`src/design/thpr_pkg.sv`:
```
// Shared types, constants and helpers of the TDC hit period residual core.
// No dependencies; imported by thpr_cfg, thpr_alu, thpr_mul, the core and the testbench.
package thpr_pkg;

	localparam int FRAC_BITS_DEF = 16;
	localparam int NUM_SUB_TDC = 4;

	localparam logic [3:0] WORD_PIXEL_HIT = 4'd1;
	localparam logic [3:0] WORD_SPILL_START = 4'd7;

	localparam int NOMINAL_SPACING = 320;
	localparam int SPACING_TOL = 10;

	localparam int RES_W = 48;
	localparam int SUM_W = 64;
	localparam int PAIR_W = 32;
	localparam int MUL_W = 32;
	localparam int CEXT_W = 31;

	typedef enum logic [1:0] {
		CFG_TARGET  = 2'd0,
		CFG_OFFSETS = 2'd1,
		CFG_SLOPES  = 2'd2,
		CFG_PERIOD  = 2'd3
	} cfg_idx_t;

	typedef struct packed {
		logic [4:0]  target_channel;
		logic [63:0] tdc_offsets;
		logic [63:0] tdc_slopes;
		logic [31:0] expected_period;
	} cfg_t;

	localparam cfg_t CFG_RESET = '{
		target_channel:  5'd0,
		tdc_offsets:     64'h8000_8000_8000_8000,
		tdc_slopes:      64'h03FE_03FE_03FE_03FE,
		expected_period: 32'd20971520
	};

	typedef enum logic {
		ALU_ADD = 1'b0,
		ALU_SUB = 1'b1
	} alu_op_t;

	// Picks the 16-bit lane of a packed register for a sub-TDC. Codes past the
	// last sub-TDC fall back to the last one.
	function automatic logic [15:0] lane16(input logic [63:0] packed_val,
			input logic [1:0] sub);
		logic [2:0]  k;
		logic [63:0] sh;
		if (32'(sub) >= NUM_SUB_TDC) begin
			k = 3'(NUM_SUB_TDC - 1);
		end else begin
			k = {1'b0, sub};
		end
		sh = packed_val >> {k[1:0], 4'b0000};
		return sh[15:0];
	endfunction

endpackage

```
`src/design/thpr_if.sv`:
```
// Valid/ready channel interfaces for hit words and residual results.
// Depends on nothing else.
interface thpr_hit_if;
	logic       valid;
	logic       ready;
	logic [3:0] word_type;
	logic [2:0] column;
	logic [1:0] pixel;
	logic [1:0] sub_tdc;
	logic [15:0] rollover;
	logic [14:0] coarse_count;
	logic [8:0] fine_count;

	modport source (output valid, word_type, column, pixel, sub_tdc, rollover,
		coarse_count, fine_count, input ready);
	modport sink (input valid, word_type, column, pixel, sub_tdc, rollover,
		coarse_count, fine_count, output ready);
endinterface

interface thpr_result_if;
	logic              valid;
	logic              ready;
	logic signed [47:0] residual;
	logic              in_window;
	logic [63:0]       square_sum;
	logic [31:0]       pair_count;

	modport source (output valid, residual, in_window, square_sum, pair_count,
		input ready);
	modport sink (input valid, residual, in_window, square_sum, pair_count,
		output ready);
endinterface

```
`src/design/thpr_cfg.sv`:
```
// Configuration register file of the TDC hit period residual core.
// Depends on thpr_pkg.
module thpr_cfg
	import thpr_pkg::*;
(
	input  logic        clk,
	input  logic        arst_n,
	input  logic        we,
	input  logic [1:0]  index,
	input  logic [63:0] wdata,
	output cfg_t        cfg
);

	cfg_t cfg_q;

	always_ff @(posedge clk or negedge arst_n) begin
		if (!arst_n) begin
			cfg_q <= CFG_RESET;
		end else if (we) begin
			unique case (cfg_idx_t'(index))
				CFG_TARGET:  cfg_q.target_channel <= wdata[4:0];
				CFG_OFFSETS: cfg_q.tdc_offsets <= wdata;
				CFG_SLOPES:  cfg_q.tdc_slopes <= wdata;
				CFG_PERIOD:  cfg_q.expected_period <= wdata[31:0];
			endcase
		end
	end

	assign cfg = cfg_q;

endmodule

```
`src/design/thpr_alu.sv`:
```
// Shared add/subtract unit used by every add and subtract step of the sequencer.
// Depends on thpr_pkg.
module thpr_alu
	import thpr_pkg::*;
#(
	parameter int W = 66
) (
	input  logic [W-1:0] a,
	input  logic [W-1:0] b,
	input  alu_op_t      op,
	output logic [W-1:0] y
);

	always_comb begin
		unique case (op)
			ALU_ADD: y = a + b;
			ALU_SUB: y = a - b;
		endcase
	end

endmodule

```
`src/design/thpr_mul.sv`:
```
// Shared unsigned multiplier for the fine-time slope and the residual square.
// Depends on thpr_pkg; the product is registered by the sequencer.
module thpr_mul
	import thpr_pkg::*;
(
	input  logic [MUL_W-1:0]   a,
	input  logic [MUL_W-1:0]   b,
	output logic [2*MUL_W-1:0] y
);

	assign y = a * b;

endmodule

```
`src/design/tdc_hit_period_residual_core.sv`:
```
// Top level of the TDC hit period residual core: sequencer and state.
// Depends on thpr_pkg, thpr_if, thpr_cfg, thpr_alu and thpr_mul.
//
// Channel   Direction  Handshake          Payload
// hits      in         valid/ready        word_type, column, pixel, sub_tdc,
//                                         rollover, coarse_count, fine_count
// results   out        valid/ready        residual, in_window, square_sum,
//                                         pair_count
// cfg       in         cfg_we, no wait    cfg_index, cfg_wdata
//
// A word that is not a hit on the target channel leaves the sequencer in idle.
// The first hit of a spill only runs MULC, ADDC and TIME; every later hit runs
// ten sequencer steps through the one shared adder and multiplier.
// The next word is accepted while a finished result waits on the output.
// If the previous result is still held, the sequencer waits in its last step.
// Reset clears the sequencer, the previous-hit flag, the sum and the count.
module tdc_hit_period_residual_core
	import thpr_pkg::*;
#(
	parameter int FRAC_BITS = FRAC_BITS_DEF
) (
	input  logic        clk,
	input  logic        arst_n,
	input  logic        cfg_we,
	input  logic [1:0]  cfg_index,
	input  logic [63:0] cfg_wdata,
	thpr_hit_if.sink    hits,
	thpr_result_if.source results
);

	localparam int SH_L = (FRAC_BITS >= 16) ? FRAC_BITS - 16 : 0;
	localparam int SH_R = (FRAC_BITS >= 16) ? 0 : 16 - FRAC_BITS;
	localparam int DW = FRAC_BITS + 36;
	localparam int AW = (DW > SUM_W) ? DW + 2 : SUM_W + 2;
	localparam logic signed [AW-1:0] WIN_LO = AW'(NOMINAL_SPACING - SPACING_TOL);
	localparam logic signed [AW-1:0] WIN_HI = AW'(NOMINAL_SPACING + SPACING_TOL);
	localparam logic [RES_W-1:0] RES_MAX = {1'b0, {(RES_W-1){1'b1}}};
	localparam logic [RES_W-1:0] RES_MIN = {1'b1, {(RES_W-1){1'b0}}};

	typedef enum logic [10:0] {
		ST_IDLE = 11'b000_0000_0001,
		ST_MULC = 11'b000_0000_0010,
		ST_ADDC = 11'b000_0000_0100,
		ST_TIME = 11'b000_0000_1000,
		ST_DIFF = 11'b000_0001_0000,
		ST_RES  = 11'b000_0010_0000,
		ST_SPC  = 11'b000_0100_0000,
		ST_ABS  = 11'b000_1000_0000,
		ST_SQ   = 11'b001_0000_0000,
		ST_ACC  = 11'b010_0000_0000,
		ST_DONE = 11'b100_0000_0000
	} state_t;

	cfg_t cfg;

	state_t state_q;
	logic   have_prev_q;
	logic [SUM_W-1:0]  sum_q;
	logic [PAIR_W-1:0] pairs_q;
	logic              out_valid_q;

	logic [1:0]          sub_q;
	logic [8:0]          fine_q;
	logic [CEXT_W-1:0]   cext_q;
	logic [CEXT_W-1:0]   prev_cext_q;
	logic [AW-1:0]       prev_time_q;
	logic [AW-1:0]       alu_q;
	logic [2*MUL_W-1:0]  mul_q;
	logic [RES_W-1:0]    res_q;
	logic                win_q;
	logic                big_q;
	logic [MUL_W-1:0]    mag_q;
	logic [RES_W-1:0]    out_res_q;
	logic                out_win_q;
	logic [SUM_W-1:0]    out_sum_q;
	logic [PAIR_W-1:0]   out_pairs_q;

	logic [AW-1:0]      alu_a;
	logic [AW-1:0]      alu_b;
	alu_op_t            alu_op;
	logic [AW-1:0]      alu_y;
	logic [MUL_W-1:0]   mul_a;
	logic [MUL_W-1:0]   mul_b;
	logic [2*MUL_W-1:0] mul_y;

	logic [15:0]        off_lane;
	logic [15:0]        slope_lane;
	logic               accept;
	logic               out_load;
	logic               hit_match;
	logic [AW-RES_W:0]  res_upper;
	logic [RES_W-1:0]   res_sat;
	logic [SUM_W-1:0]   sq_val;

	thpr_cfg u_cfg (
		.clk    (clk),
		.arst_n (arst_n),
		.we     (cfg_we),
		.index  (cfg_index),
		.wdata  (cfg_wdata),
		.cfg    (cfg)
	);

	thpr_alu #(.W(AW)) u_alu (
		.a  (alu_a),
		.b  (alu_b),
		.op (alu_op),
		.y  (alu_y)
	);

	thpr_mul u_mul (
		.a (mul_a),
		.b (mul_b),
		.y (mul_y)
	);

	assign off_lane = lane16(cfg.tdc_offsets, sub_q);
	assign slope_lane = lane16(cfg.tdc_slopes, sub_q);

	assign hits.ready = (state_q == ST_IDLE);
	assign accept = hits.valid && hits.ready;
	assign hit_match = (hits.word_type == WORD_PIXEL_HIT) &&
		({hits.column, hits.pixel} == cfg.target_channel);
	assign out_load = (state_q == ST_DONE) && (!out_valid_q || results.ready);

	// Saturate the residual to the signed 48-bit range.
	assign res_upper = alu_y[AW-1:RES_W-1];
	always_comb begin
		if ((&res_upper) || !(|res_upper)) begin
			res_sat = alu_y[RES_W-1:0];
		end else if (alu_y[AW-1]) begin
			res_sat = RES_MIN;
		end else begin
			res_sat = RES_MAX;
		end
	end

	assign sq_val = big_q ? {SUM_W{1'b1}} : mul_q;

	always_comb begin
		alu_a = '0;
		alu_b = '0;
		alu_op = ALU_ADD;
		mul_a = MUL_W'(fine_q);
		mul_b = MUL_W'(slope_lane);
		unique case (state_q)
			ST_ADDC: begin
				alu_a = AW'(off_lane >> SH_R) << SH_L;
				alu_b = AW'(mul_q[24:0] >> SH_R) << SH_L;
			end
			ST_TIME: begin
				alu_a = AW'(cext_q) << FRAC_BITS;
				alu_b = alu_q;
				alu_op = ALU_SUB;
			end
			ST_DIFF: begin
				alu_a = alu_q;
				alu_b = prev_time_q;
				alu_op = ALU_SUB;
			end
			ST_RES: begin
				alu_a = alu_q;
				alu_b = AW'(cfg.expected_period >> SH_R) << SH_L;
				alu_op = ALU_SUB;
			end
			ST_SPC: begin
				alu_a = AW'(cext_q);
				alu_b = AW'(prev_cext_q);
				alu_op = ALU_SUB;
			end
			ST_ABS: begin
				alu_b = {{(AW-RES_W){res_q[RES_W-1]}}, res_q};
				alu_op = res_q[RES_W-1] ? ALU_SUB : ALU_ADD;
			end
			ST_SQ: begin
				mul_a = mag_q;
				mul_b = mag_q;
			end
			ST_ACC: begin
				alu_a = AW'(sum_q);
				alu_b = AW'(sq_val);
			end
			default: begin
			end
		endcase
	end

	always_ff @(posedge clk or negedge arst_n) begin
		if (!arst_n) begin
			state_q <= ST_IDLE;
			have_prev_q <= 1'b0;
			sum_q <= '0;
			pairs_q <= '0;
			out_valid_q <= 1'b0;
		end else begin
			if (out_load) begin
				out_valid_q <= 1'b1;
			end else if (results.ready) begin
				out_valid_q <= 1'b0;
			end
			unique case (state_q)
				ST_IDLE: begin
					if (accept) begin
						if (hits.word_type == WORD_SPILL_START) begin
							have_prev_q <= 1'b0;
						end else if (hit_match) begin
							state_q <= ST_MULC;
						end
					end
				end
				ST_MULC: state_q <= ST_ADDC;
				ST_ADDC: state_q <= ST_TIME;
				ST_TIME: begin
					if (have_prev_q) begin
						state_q <= ST_DIFF;
					end else begin
						have_prev_q <= 1'b1;
						state_q <= ST_IDLE;
					end
				end
				ST_DIFF: state_q <= ST_RES;
				ST_RES:  state_q <= ST_SPC;
				ST_SPC:  state_q <= ST_ABS;
				ST_ABS:  state_q <= ST_SQ;
				ST_SQ:   state_q <= ST_ACC;
				ST_ACC: begin
					if (win_q) begin
						sum_q <= alu_y[SUM_W] ? {SUM_W{1'b1}} : alu_y[SUM_W-1:0];
						if (pairs_q != {PAIR_W{1'b1}}) begin
							pairs_q <= pairs_q + PAIR_W'(1);
						end
					end
					state_q <= ST_DONE;
				end
				ST_DONE: begin
					if (out_load) begin
						state_q <= ST_IDLE;
					end
				end
				default: state_q <= ST_IDLE;
			endcase
		end
	end

	always_ff @(posedge clk) begin
		if (accept) begin
			sub_q <= hits.sub_tdc;
			fine_q <= hits.fine_count;
			cext_q <= {hits.rollover, hits.coarse_count};
		end
		if (state_q == ST_MULC || state_q == ST_SQ) begin
			mul_q <= mul_y;
		end
		if (state_q == ST_ADDC || state_q == ST_TIME || state_q == ST_DIFF) begin
			alu_q <= alu_y;
		end
		if (state_q == ST_TIME && !have_prev_q) begin
			prev_time_q <= alu_y;
			prev_cext_q <= cext_q;
		end
		if (state_q == ST_DIFF) begin
			prev_time_q <= alu_q;
		end
		if (state_q == ST_RES) begin
			res_q <= res_sat;
		end
		if (state_q == ST_SPC) begin
			win_q <= ($signed(alu_y) > WIN_LO) && ($signed(alu_y) < WIN_HI);
			prev_cext_q <= cext_q;
		end
		if (state_q == ST_ABS) begin
			big_q <= |alu_y[RES_W-1:MUL_W];
			mag_q <= alu_y[MUL_W-1:0];
		end
		if (out_load) begin
			out_res_q <= res_q;
			out_win_q <= win_q;
			out_sum_q <= sum_q;
			out_pairs_q <= pairs_q;
		end
	end

	assign results.valid = out_valid_q;
	assign results.residual = $signed(out_res_q);
	assign results.in_window = out_win_q;
	assign results.square_sum = out_sum_q;
	assign results.pair_count = out_pairs_q;

endmodule

```
`src/flat_wrapper.sv`:
```
// flat-port wrapper written by rule: the top's interface ports become plain ports
module tdc_hit_period_residual_core_flat import thpr_pkg::*;
#(
	parameter int FRAC_BITS = FRAC_BITS_DEF
)
  (clk, arst_n, cfg_we, cfg_index, cfg_wdata, hits_valid, hits_word_type, hits_column, hits_pixel, hits_sub_tdc, hits_rollover, hits_coarse_count, hits_fine_count, hits_ready, results_valid, results_residual, results_in_window, results_square_sum, results_pair_count, results_ready);
  thpr_hit_if hits_i ();
  thpr_result_if results_i ();
  input  logic clk;
  input  logic arst_n;
  input  logic cfg_we;
  input  logic [1:0] cfg_index;
  input  logic [63:0] cfg_wdata;
  input wire logic [$bits(hits_i.valid)-1:0] hits_valid;
  input wire logic [$bits(hits_i.word_type)-1:0] hits_word_type;
  input wire logic [$bits(hits_i.column)-1:0] hits_column;
  input wire logic [$bits(hits_i.pixel)-1:0] hits_pixel;
  input wire logic [$bits(hits_i.sub_tdc)-1:0] hits_sub_tdc;
  input wire logic [$bits(hits_i.rollover)-1:0] hits_rollover;
  input wire logic [$bits(hits_i.coarse_count)-1:0] hits_coarse_count;
  input wire logic [$bits(hits_i.fine_count)-1:0] hits_fine_count;
  output wire logic [$bits(hits_i.ready)-1:0] hits_ready;
  output wire logic [$bits(results_i.valid)-1:0] results_valid;
  output wire logic [$bits(results_i.residual)-1:0] results_residual;
  output wire logic [$bits(results_i.in_window)-1:0] results_in_window;
  output wire logic [$bits(results_i.square_sum)-1:0] results_square_sum;
  output wire logic [$bits(results_i.pair_count)-1:0] results_pair_count;
  input wire logic [$bits(results_i.ready)-1:0] results_ready;
  assign hits_i.valid = hits_valid;
  assign hits_i.word_type = hits_word_type;
  assign hits_i.column = hits_column;
  assign hits_i.pixel = hits_pixel;
  assign hits_i.sub_tdc = hits_sub_tdc;
  assign hits_i.rollover = hits_rollover;
  assign hits_i.coarse_count = hits_coarse_count;
  assign hits_i.fine_count = hits_fine_count;
  assign hits_ready = hits_i.ready;
  assign results_valid = results_i.valid;
  assign results_residual = results_i.residual;
  assign results_in_window = results_i.in_window;
  assign results_square_sum = results_i.square_sum;
  assign results_pair_count = results_i.pair_count;
  assign results_i.ready = results_ready;
  tdc_hit_period_residual_core #(.FRAC_BITS(FRAC_BITS)) u_core (.clk(clk), .arst_n(arst_n), .cfg_we(cfg_we), .cfg_index(cfg_index), .cfg_wdata(cfg_wdata), .hits(hits_i), .results(results_i));
endmodule
```
`config.mk`:
```
export PLATFORM = sky130hd
export DESIGN_NAME = tdc_hit_period_residual_core_flat
export DESIGN_NICKNAME = d
export VERILOG_FILES = /design/src/design/thpr_pkg.sv /design/src/design/thpr_if.sv /design/src/design/thpr_cfg.sv /design/src/design/thpr_alu.sv /design/src/design/thpr_mul.sv /design/src/design/tdc_hit_period_residual_core.sv /design/src/flat_wrapper.sv
export SDC_FILE = /design/constraint.sdc
export NUM_CORES = 2
export LEC_CHECK = 0
export ABC_AREA = 0
export BUFFER_PORTS_ARGS = -buffer_cell sky130_fd_sc_hd__buf_2
export CORE_UTILIZATION = 60
export DETAILED_ROUTE_END_ITERATION = 7
export PLACE_DENSITY_LB_ADDON = 0.2
export SYNTH_ARGS = -nofsm -noshare
export SYNTH_HDL_FRONTEND = slang
export SYNTH_HIERARCHICAL = 1
export SYNTH_SLANG_ARGS = --single-unit
```
`constraint.sdc`:
```
create_clock -name clk -period 12.6 [get_ports clk]
set_clock_uncertainty 0.2 [all_clocks]
set_input_delay 1.26 -clock clk [delete_from_list [all_inputs] [get_ports clk]]
set_output_delay 1.26 -clock clk [all_outputs]
set_load 0.05 [all_outputs]
```
==> results.py <==
metrics = {
    "timing": {
        "rsz0062_at_grt": "no",
        "setup_viol": 0,
        "hold_violations": 0,
        "drv_slew": 0,
        "fin_crit_ps": 11000,
        "fin_tns_setup_ps": 0,
        "layout_worst_path_cycle_share_pct": 87.3,
        "fmax_mhz": 90.9,
        "fin_ws_ps": 1600,
        "tightest_slew_ps": 1320,
        "slew_headroom_pct": 11.5,
    },
    "cells_and_area": {
        "nets": 8043,
        "drive_above_1_share_pct": 12.8,
        "regArea_mm2": 0.0218,
        "area_growth_pct": 6.83,
        "multi_input_area_mm2": 0.0434,
        "nFillCells": 9096,
        "final_cell_area_mm2": 0.0751,
        "utilization_pct": 64.6,
    },
    "floorplan": {
        "start_util_pct": 60.5,
        "core_area_mm2": 0.116,
        "dieWidth_um": 344,
        "dieHeight_um": 344,
        "rows": 125,
        "die_area_mm2": 0.118,
        "ios": 269,
    },
    "routing": {
        "initialDrtViolationCount": 6401,
        "drt-met1-wl_mm": 85.3,
        "highest-signal-layer": "met5",
        "drcViolationCount": 47,
        "finalWirelength_mm": 203,
        "dr_wl_met3_mm": 21.5,
        "ant_nets": 0,
        "met2_length_mm": 89.6,
        "dr.pass1.iters": 8,
        "avgRoutedWirePerCell_um": 24.5,
        "via_count": 51100,
        "viasPerCell": 6.17,
    },
    "worst_setup_path": {
        "crit_type": "flop to flop",
        "worst_ep_arrival_time_ps": 11150,
        "end_kind": "flop",
        "crit_family": "adder cells",
        "r2r-start": "u_core/state_q[6]$_DFFE_PN0P_",
        "cp_max_fo": 33,
        "critPathMaxStageDelay_ps": 960,
        "startpoint": "u_core/state_q[6]$_DFFE_PN0P_",
        "slowest_stage": "a21o_1",
        "critPathBufInv": 5,
        "crit_required_ps": 12760,
        "worst_setup_path_start_kind": "flop",
        "critPathMostFrequentCell": "fa_1",
    },
    "pwr": {
        "p_per_area_mw_per_mm2": 256,
        "power.total_uw": 19200,
        "p_switching_uw": 9590,
        "max-vdd-ir-drop_uv": 760,
        "pwr-share-clk_pct": 11.8,
        "p_seq_share_pct": 20.1,
        "intPower_uw": 9610,
        "p_leak_uw": 0.0339,
        "combPwrFrac_pct": 68.1,
        "sw_frac_of_total_pct": 49.9,
    },
    "cts": {
        "cts.path.max_buffers": 3,
        "cts_resized": 0,
        "cts_inserted_buffers": 75,
        "root_buffer": "clkbuf_16",
        "htree_levels": 3,
        "clk_pin_slew_worst_paths_ps": 60,
        "clkSinkCount": 770,
        "cts_setup_buffers": 0,
        "clk_latency_ps": 660,
        "hold_buffers": 0,
        "cts_tree": "done",
    },
    "synth": {
        "async_reset_ff_share_pct": 35.6,
        "synth_top_area_share_pct": 25.6,
        "muxShareOfSynthArea_pct": 4.81,
        "yosys_warnings": 6,
        "synth_area_per_cell_um2": 10.5,
        "synth_most_common_cell": "inv_1",
        "ys_seq_area_share_pct": 31.0,
        "ys_seq_elements": 770,
        "synth_compound_area_share_pct": 7.63,
        "ys_types": 107,
        "synth_top_family_by_area": "adder cells",
        "synthTopCellsByArea": "fa_1 26%, edfxtp_1 21%, dfrtp_1 8.2%",
        "ys.flop_type": "edfxtp_1",
        "synth_xor_area_share_pct": 2.78,
        "synthAdderAreaFrac_pct": 31.4,
        "synth_common_cells": "923 x inv_1, 897 x fa_1, 705 x nand2_1",
        "syn-instance-count": 6663,
        "synth_edf_count": 496,
        "synth.net_count": 8012,
        "yosys.area_share.simple_pct": 15.0,
        "synth_area_mm2": 0.0703,
        "synth_top_area_cell": "fa_1",
    },
    "placed_design": {
        "post-place-ws_ps": 1660,
        "routabilityCongestion": 0.971,
        "placed_cell_area_mm2": 0.0726,
        "dpl.hpwl_mm": 152,
        "port-buffer-count": 268,
    },
    "grt": {
        "grt_overflow": 0,
        "grt_pass1_wl_mm": 312,
        "grt_use_total_pct": 34.8,
        "grt_max_degree": 160,
        "grt_pass1_vias": 51800,
        "antenna_found_initial": 5,
    },
    "status": {
        "violations": "DRC",
        "status": "finished, violations left",
    },
    "worst_hold_path": {
        "min_path_type": "flop to flop",
        "hp-start": "u_core/res_q[21]$_DFFE_PN_",
    },
    "job": {
        "maxCapViolCount": 0,
    },
}
-- registers in the layout, indices dropped and copies added, names as in the netlist, 2 cells and up --
name	cells
u_core/alu_q	66
u_core/cext_q	31
u_core/fine_q	9
u_core/mag_q	32
u_core/mul_q	64
u_core/pairs_q	32
u_core/prev_cext_q	31
u_core/prev_time_q	66
u_core/res_q	48
u_core/results.pair_count	32
u_core/results.residual	48
u_core/results.square_sum	64
u_core/state_q	11
u_core/sub_q	2
u_core/sum_q	64
u_core/u_cfg/cfg	165
-- power groups by stage --
| stage | registers, uW | clock network (uW) | logic (uW) |
|---|---|---|---|
| floorplan | 3780 | 0 | 8980 |
| global placement | 3890 | 0 | 12400 |
| detailed placement | 3900 | 0 | 12600 |
| CTS | 3850 | 2280 | 12700 |
| global route | 3870 | 2370 | 14100 |
| finish | 3860 | 2260 | 13100 |
-- kinds of logic after synthesis --
family | after synthesis
and+or+nand+nor | 2095
muxes | 268
xor gates and xnor gates | 222
buffers and inverters | 1322
AOI/OAI and AO/OA | 759
DFF | 770
adders and majority gates | 1227
-- area by class of cell --
type / instances / share of cell area, %
antenna: 4 / 0.0133
clock buffer: 100 / 2.69
clock inverter: 39 / 0.592
inverter: 923 / 4.61
multi-input combinational: 4571 / 57.8
sequential: 770 / 29.0
tap: 1524 / 2.54
timing repair buffer: 353 / 2.70
-- path summary, 6_finish.rpt --
check / depth (start not counted) / slack [ps] / to
setup / recovery: 28 / 1600 / u_core/mul_q[52]$_DFFE_PP_
hold / removal: 0 / 260 / u_core/results.residual[21]$_DFFE_PP_
setup reg to reg: 28 / 1600 / u_core/mul_q[52]$_DFFE_PP_
hold reg to reg: 0 / 260 / u_core/results.residual[21]$_DFFE_PP_
max in group asynchronous: 2 / 10300 / u_core/u_cfg/cfg[13]$_DFFE_PN0P_
min in group asynchronous: 1 / 460 / u_core/pairs_q[17]$_DFFE_PN0P_
-- metrics by stage --
stage	hold slack (ps)	instances
finish	264	8284
global route	280	8282
CTS	262	8280
detailed placement	249	8141
global placement	238	8141
floorplan	217	6663
-- worst register-to-register path: cells and delay by family (launching register included) --
family	cells	cell delay, ps
buf+inv	5	1120
xor+xnor	1	170
fa+ha+maj	9	4460
flops	1	430
compound gates	5	1990
simple gates	8	2350
-- layout by cell type (no fill, tap or decap), drive strengths merged, types with 131 or more instances in the layout --
master  netlist  routed
a21oi       242     242
and2        640     640
dfrtp       231     231
mux2        235     235
fa          897     897
o21ai       131     131
nand2       708     708
ha          330     330
edfxtp      496     496
buf          82     353
xnor2       157     157
nor2        318     318
inv         923     927
-- per-layer routing --
layer,track usage (%),vias up
met5,0,-
met4,11.5,2
met3,6.87,376
met2,52.3,2861
met1,50.8,25900
li1,-,22000
Note: power is estimated with default switching activity, not from simulation.
